--- src/hdl/bfsfs_pkg.sv ---
// shared types and constants of the breadth-first first-step finder
package bfsfs_pkg;

   localparam int ROOMS_DEF = 256;
   localparam int DIRS_DEF = 10;
   localparam int HOP_LIMIT = 600;
   localparam int REQ_DATA_W = 40;
   localparam int RSP_DATA_W = 16;

   typedef enum logic [1:0] {
      ACT_WRITE_EXIT = 2'd0,
      ACT_WRITE_FLAGS = 2'd1,
      ACT_FIRST_STEP = 2'd2,
      ACT_DISTANCE = 2'd3
   } action_type;

   localparam logic [1:0] MODE_PSIONIC = 2'd1;
   localparam logic [1:0] MODE_GOD = 2'd2;

   typedef enum logic [1:0] {
      STS_FOUND = 2'd0,
      STS_ALREADY = 2'd1,
      STS_NO_PATH = 2'd2
   } status_type;

   typedef enum logic [3:0] {
      ST_CLR_MEM,
      ST_IDLE,
      ST_CHECK,
      ST_CLR_VIS,
      ST_SEED,
      ST_EXIT_RD,
      ST_EDGE_RD,
      ST_EDGE_CHK,
      ST_POP_RD,
      ST_POP_DATA,
      ST_RSP_FOUND,
      ST_RSP_ALREADY,
      ST_RSP_NONE
   } state_type;

   typedef struct packed {
      logic       mem_clear;
      logic       cnt_clear;
      logic       vis_clear;
      logic       wr_exit;
      logic       wr_flags;
      logic       load;
      logic       seed;
      logic       exit_rd;
      logic       edge_rd;
      logic       edge_chk;
      logic       level_start;
      logic       pop_rd;
      logic       pop_take;
      logic       rsp_load;
      status_type rsp_kind;
   } cmd_type;

   typedef struct packed {
      logic mem_last;
      logic vis_last;
      logic same;
      logic range_bad;
      logic d_last;
      logic from_src;
      logic queue_empty;
      logic hit;
      logic rsp_free;
   } sts_type;

endpackage

--- src/hdl/bfsfs_ctrl.sv ---
// controller state machine of the first-step finder
module bfsfs_ctrl import bfsfs_pkg::*; (
   input  logic       clock,
   input  logic       reset,
   input  logic       req_tvalid,
   input  logic [1:0] req_action,
   input  sts_type    sts,
   output logic       req_tready,
   output cmd_type    cmd
);

   state_type state_ff, state_in;
   logic accept;

   assign accept = req_tvalid && req_tready;

   always_ff @(posedge clock) begin
      if (reset) begin
         state_ff <= ST_CLR_MEM;
      end else begin
         state_ff <= state_in;
      end
   end

   always_comb begin
      state_in = state_ff;
      unique case (state_ff)
         ST_CLR_MEM: begin
            if (sts.mem_last) state_in = ST_IDLE;
         end
         ST_IDLE: begin
            if (accept && (req_action == ACT_FIRST_STEP || req_action == ACT_DISTANCE)) begin
               state_in = ST_CHECK;
            end
         end
         ST_CHECK: begin
            priority if (sts.same) state_in = ST_RSP_ALREADY;
            else if (sts.range_bad) state_in = ST_RSP_NONE;
            else state_in = ST_CLR_VIS;
         end
         ST_CLR_VIS: begin
            if (sts.vis_last) state_in = ST_SEED;
         end
         ST_SEED: state_in = ST_EXIT_RD;
         ST_EXIT_RD: state_in = ST_EDGE_RD;
         ST_EDGE_RD: state_in = ST_EDGE_CHK;
         ST_EDGE_CHK: begin
            state_in = sts.d_last ? ST_POP_RD : ST_EXIT_RD;
         end
         ST_POP_RD: begin
            state_in = sts.queue_empty ? ST_RSP_NONE : ST_POP_DATA;
         end
         ST_POP_DATA: begin
            state_in = sts.hit ? ST_RSP_FOUND : ST_EXIT_RD;
         end
         ST_RSP_FOUND, ST_RSP_ALREADY, ST_RSP_NONE: begin
            if (sts.rsp_free) state_in = ST_IDLE;
         end
         default: state_in = ST_IDLE;
      endcase
   end

   always_comb begin
      cmd = '0;
      cmd.rsp_kind = STS_NO_PATH;
      req_tready = 1'b0;
      unique case (state_ff)
         ST_CLR_MEM: cmd.mem_clear = 1'b1;
         ST_IDLE: begin
            req_tready = 1'b1;
            // ready is high here, so valid alone marks the request
            if (req_tvalid) begin
               unique case (req_action)
                  ACT_WRITE_EXIT: cmd.wr_exit = 1'b1;
                  ACT_WRITE_FLAGS: cmd.wr_flags = 1'b1;
                  default: cmd.load = 1'b1;
               endcase
            end
         end
         ST_CHECK: cmd.cnt_clear = 1'b1;
         ST_CLR_VIS: cmd.vis_clear = 1'b1;
         ST_SEED: cmd.seed = 1'b1;
         ST_EXIT_RD: cmd.exit_rd = 1'b1;
         ST_EDGE_RD: cmd.edge_rd = 1'b1;
         ST_EDGE_CHK: begin
            cmd.edge_chk = 1'b1;
            cmd.level_start = sts.d_last && sts.from_src;
         end
         ST_POP_RD: cmd.pop_rd = !sts.queue_empty;
         ST_POP_DATA: cmd.pop_take = !sts.hit;
         ST_RSP_FOUND: begin
            cmd.rsp_load = sts.rsp_free;
            cmd.rsp_kind = STS_FOUND;
         end
         ST_RSP_ALREADY: begin
            cmd.rsp_load = sts.rsp_free;
            cmd.rsp_kind = STS_ALREADY;
         end
         ST_RSP_NONE: begin
            cmd.rsp_load = sts.rsp_free;
            cmd.rsp_kind = STS_NO_PATH;
         end
         default: cmd = '0;
      endcase
   end

endmodule

--- config.mk ---
export PLATFORM = sky130hd
export DESIGN_NAME = bfsfs_ctrl
export DESIGN_NICKNAME = d
export VERILOG_FILES = /design/src/hdl/bfsfs_pkg.sv /design/src/hdl/bfsfs_ctrl.sv
export SDC_FILE = /design/constraint.sdc
export NUM_CORES = 1
export LEC_CHECK = 0
export BUFFER_PORTS_ARGS = -buffer_cell sky130_fd_sc_hd__buf_4
export CAP_MARGIN = 5
export CORE_AREA = 2 2 39 41
export DETAILED_ROUTE_END_ITERATION = 10
export DIE_AREA = 0 0 41 43
export GPL_ROUTABILITY_DRIVEN = 0
export HOLD_SLACK_MARGIN = 0.02
export PLACE_DENSITY = 0.77
export SYNTH_ARGS = -nofsm -noshare
export SYNTH_HDL_FRONTEND = slang
export SYNTH_SLANG_ARGS = --single-unit
export TNS_END_PERCENT = 20
--- constraint.sdc ---
create_clock -name clock -period 4 [get_ports clock]
set_input_delay 0.4 -clock clock [delete_from_list [all_inputs] [get_ports clock]]
set_output_delay 0.4 -clock clock [all_outputs]
set_load 0.02 [all_outputs]
==> results of run 1 <==
## metrics by stage
stage	area (sq um)	setup slack (ps)	utilization	cells	power (mW)
floorplan	569	2030	-	78	0.327
detailed placement	763	1970	0.552	118	0.389
global placement	763	2040	0.552	118	0.384
global route	786	1610	0.568	121	0.478
finish	786	1740	0.568	121	0.435
CTS	786	1730	0.568	121	0.439
## placed cells by master (no fill, tap or decap), drive strengths merged
cell	count
inv	4
a21o	1
o211a	1
o32ai	2
nor4	3
and3b	1
a31oi	1
nor3	11
o311a	1
a31o	1
nor3b	2
dfxtp	4
a211oi	1
nand4b	1
nor2b	3
a221oi	1
nor2	13
o22ai	1
nand2	8
nand2b	4
nor4b	1
and3	2
clkbuf	3
o21ai	5
buf	30
## layer usage
metal	global-route usage	vias up	share of wire
li1	-	340	-
met1	0.228	300	0.44
met2	0.278	22	0.52
met3	0.0366	0	0.049
met4	0.0400	0	0
met5	0	-	0
## worst max path at each step
stage	to	cells past startpoint	slack [ps]
after floorplan	cmd[11]	4	2030
final	cmd[11]	4	1740
after detailed placement	cmd[11]	4	1970
after global routing	cmd[11]	4	1610
after CTS	cmd[11]	4	1730
after global placement	cmd[11]	4	2040
## where the power goes
| part | switching (mW) | internal (mW) | total (mW) |
|---|---|---|---|
| clock network | 0.0136 | 0.0333 | 0.0469 |
| logic | 0.143 | 0.130 | 0.273 |
| registers | 0.0615 | 0.0532 | 0.115 |
| total | 0.218 | 0.216 | 0.435 |
## final cells by class
type | count | area (sq um)
clock buffers | 3 | 22.5
flip-flops and latches | 4 | 80.1
inverters | 4 | 17.5
repair buffers | 30 | 225
well taps | 16 | 20.0
fillers | 145 | 598
multi-input cells | 64 | 420
## cell families (layout without fill, tap and decap cells)
| family | count (synthesis) | after routing | synth area share |
|---|---|---|---|
| buffers and inverters | 10 | 37 | 0.121 |
| AOI/OAI and AO/OA | 15 | 15 | 0.202 |
| and+or+nand+nor | 49 | 49 | 0.536 |
| DFF | 4 | 4 | 0.141 |
## critical path, stage by stage, from the launching register on
cell	delay (ps)
dfxtp_1	750
nor4b_4	400
nand2_1	120
nor3b_1	190
buf_4	170
==> results.txt, run 1 <==
vias = 662
vias in the first global route = 569
Area contributors post-synth = dfxtp_1 (14%), nor3_1 (7.9%), nor2_1 (7.9%), buf_6 (5.9%), nor4b_4 (4.2%)
crit start category = flip-flop
fin. max-slew vios = 0
core area = 1380 sq um
number of max-cap violations = 0
post-detail-place hpwl = 1110 microns
Hold Path Class = in -> reg
area delta synth->final = 38.0%
Die H = 43 microns
synth unique cells = 37
post-CTS setup buffers = 0
Synth top cells by count = nor2_1 (12), nor3_1 (9), nand2_1 (6)
Yosys top cell by area = dfxtp_1
iteration-0 DRC count of the detailed router = 14
initial core utilization = 0.411
Total Nets Final = 121
Skew-Pair Late Insertion Delay = 230 ps
antenna violations before repair = 0
max_slew headroom = 0.529
cts hold-fix bufs = 0
largest registers = state_ff x4
cell area after synthesis = 569 sq um
FF-to-FF Start = state_ff[2]
largest net degree at the start of global routing = 20
worst vdd ir = 406 uV
post-route clock period utilization = 0.566
first-pass GRT wire length = 2230 microns
synth warn = 0
Most flops, register = state_ff
Hold Path Depth = 2
Die Wd = 41 microns
static leakage = 0.345 nW
clk buf depth = 2
Rows = 14
max reg flops = 4
Post-synth ARST share = 0
layout cells sized above 1 = 0.457
port bufs = 30
Avg WL per Cell = 11.7 microns
setup TNS = 0 ps
DRT antenna net count = 0
routed wire length = 1420 microns
# IOs = 31
CTS H-tree lvls = 1
Critical Path Start = state_ff[0]
DRT Pass-1 Iters = 4
FF+latch count, synth = 4
clk sinks = 4
total gr overflow = 0
endpoint type of the worst setup path = output port
Worst R2R End = state_ff[2]
Post-synth EDFFs = 0
Min Hold Slack = 369 ps
R2R Setup Slk = 2170 ps
Worst-Margin Slew = 705 ps
fmax = 442 MHz
Inserted Diodes = 0
most frequent cell after synthesis = nor2_1
PD cells = 553 nW/um^2
syn_nets = 92
unrepaired setup endpoints after global routing = false
number of CTS-inserted buffers = 3
Gate Count Post-Synth = 78
Final Hold Viols = 0
root buffer cell = clkbuf_4
clk_skew = 3.55 ps
Final min period = 2260 ps
Final setup viols = 0
WS Path Type = reg -> out
Top FF cell, synth = dfxtp_1
CP Max Fanout = 18
Yosys top cell area share = 0.141
R2R depth = 5
Mapped Avg Cell Area = 7.30 sq um
vias per cell = 5.47
Seq/Total Area, Yosys = 0.141
CP Data Arrival Time = 1860 ps
total track usage = 0.174
Die Area = 1760 sq um
Worst-path clk slew = 40 ps
CTS resizes = 0
Post-route DRC = 0
CTS tree = done
status = finished clean
Crit path required time = 3600 ps
hold path endpoint = state_ff[1]
hold path startpoint = reset
No activity file was read; power rests on OpenSTA's default activity.
==> run 2, diff against run 1 <==
--- a/config.mk
+++ b/config.mk
@@ -7,12 +7,11 @@
 export LEC_CHECK = 0
 export BUFFER_PORTS_ARGS = -buffer_cell sky130_fd_sc_hd__buf_4
 export CAP_MARGIN = 5
-export CORE_AREA = 2 2 39 41
+export CORE_UTILIZATION = 43
 export DETAILED_ROUTE_END_ITERATION = 10
-export DIE_AREA = 0 0 41 43
 export GPL_ROUTABILITY_DRIVEN = 0
 export HOLD_SLACK_MARGIN = 0.02
-export PLACE_DENSITY = 0.77
+export PLACE_DENSITY = 0.78
 export SYNTH_ARGS = -nofsm -noshare
 export SYNTH_HDL_FRONTEND = slang
 export SYNTH_SLANG_ARGS = --single-unit
==> constraint.sdc (replaced) <==
create_clock -name clock -period 2.15 [get_ports clock]
set_input_delay 0.215 -clock clock [delete_from_list [all_inputs] [get_ports clock]]
set_output_delay 0.215 -clock clock [all_outputs]
set_load 0.02 [all_outputs]
==> run 2 against run 1 <==
- clock power rose by 100%
- power up 90%
- register-to-register slack got worse by 1800 ps
- final cell count down 0.83%
- critical path depth is the same
- combinational power grew 97%
- via count grew 0.30%
- first-iteration DRC count fell by 36%
==> results.txt, run 2 (synthesis gave the netlist of run 1 again) <==
status = finished clean
area delta synth->final = 38.9%
max_slew headroom = 0.556
crit start category = flip-flop
static leakage = 0.350 nW
post-route clock period utilization = 0.870
Top delay family on crit path = simple AND/OR/NAND/NOR gates
post-CTS setup buffers = 0
Post-route DRC = 0
Avg WL per Cell = 12.0 microns
Final Hold Viols = 0
WS Path Type = reg -> out
fmax = 535 MHz
CTS H-tree lvls = 1
most common cell after layout, fill and taps aside = buf_4
Die H = 38.4 microns
sequential cell area = 80.1 sq um
Crit path required time = 1930 ps
vias in the first global route = 567
PD cells = 1050 nW/um^2
vias = 664
Max stage delay on crit path = 560 ps
layout cells sized above 1 = 0.462
post-detail-place hpwl = 1110 microns
number of max-cap violations = 0
port bufs = 30
clk buf depth = 2
Most flops, register = state_ff
Die Area = 1470 sq um
CP Buf/Inv Count = 1
clk sinks = 4
cts hold-fix bufs = 0
first-pass GRT wire length = 2360 microns
Final min period = 1870 ps
Hold Path Class = in -> reg
DRT Pass-1 Iters = 4
worst vdd ir = 580 uV
routed wire length = 1440 microns
fin. max-slew vios = 0
Worst-Margin Slew = 665 ps
CP Data Arrival Time = 1650 ps
area of the multi-input gates = 420 sq um
antenna violations before repair = 0
max reg flops = 4
most frequent cells in the layout = buf_4 (31), nor2_1 (12), nor3_1 (9)
Slowest-stage cell, CP = dfxtp_1
root buffer cell = clkbuf_4
Total Nets Final = 122
Rows = 12
Hold Path Depth = 2
initial core utilization = 0.486
Skew-Pair Late Insertion Delay = 240 ps
FILL cells = 117
clk_skew = 4.25 ps
core area = 1170 sq um
unrepaired setup endpoints after global routing = false
Crit path depth = 4
Die Wd = 38.4 microns
crit path cell chain = nor4b_4 > nand2_1 > nor3b_1 > buf_4
largest registers = state_ff x4
total track usage = 0.228
CTS tree = done
CP Max Fanout = 11
R2R depth = 5
CTS resizes = 0
largest net degree at the start of global routing = 20
# IOs = 31
endpoint type of the worst setup path = output port
Worst-path clk slew = 40 ps
total gr overflow = 0
number of CTS-inserted buffers = 3
Inserted Diodes = 0
iteration-0 DRC count of the detailed router = 9
setup TNS = 0 ps
DRT antenna net count = 0
Final setup viols = 0
Min Hold Slack = 177 ps
vias per cell = 5.53
-- run 2: power by group --
group	internal, mW	total, mW	switching (mW)
clock	0.0626	0.0952	0.0327
sequential	0.0989	0.194	0.0947
combinational	0.250	0.539	0.289
-- run 2: worst register-to-register path: stages (launching register included) --
cell      delay, ps
dfxtp_1         740
nand2b_4        270
nor3_2           50
a31o_1          190
nor4_1          260
o32ai_1         100
-- run 2: path summary, 6_finish.rpt --
| path | start | endpoint | slack [ps] |
|---|---|---|---|
| hold / removal | reset | state_ff[1] | 180 |
| setup reg to reg | state_ff[2] | state_ff[2] | 420 |
| hold reg to reg | state_ff[0] | state_ff[0] | 680 |
| setup / recovery | state_ff[0] | cmd[11] | 280 |
-- run 2: routing by layer --
layer | up-vias | wire length, microns | share of wire | track usage
li1 | 340 | - | - | -
met1 | 300 | 638 | 0.44 | 0.284
met2 | 22 | 720 | 0.50 | 0.407
met3 | 2 | 67 | 0.046 | 0.0349
met4 | 0 | 17 | 0.012 | 0.0517
met5 | - | 0 | 0 | 0
-- run 2: final cells by class --
type	instances	share of cell area
Sequential cell	4	0.101
Clock buffer	3	0.0285
Timing Repair Buffer	31	0.294
Inverter	4	0.0222
Tap cell	14	0.0222
Multi-Input combinational cell	64	0.532
-- run 2: stage by stage --
| step | cell area, sq um | setup slack [ps] | power (mW) | util | cells |
|---|---|---|---|---|---|
| final | 791 | 281 | 0.828 | 0.675 | 120 |
| after global routing | 791 | 158 | 0.904 | 0.675 | 120 |
| after CTS | 791 | 290 | 0.829 | 0.675 | 120 |
| after detailed placement | 768 | 418 | 0.732 | 0.656 | 117 |
| after global placement | 768 | 453 | 0.728 | 0.656 | 117 |
| after floorplan | 569 | 366 | 0.608 | - | 78 |
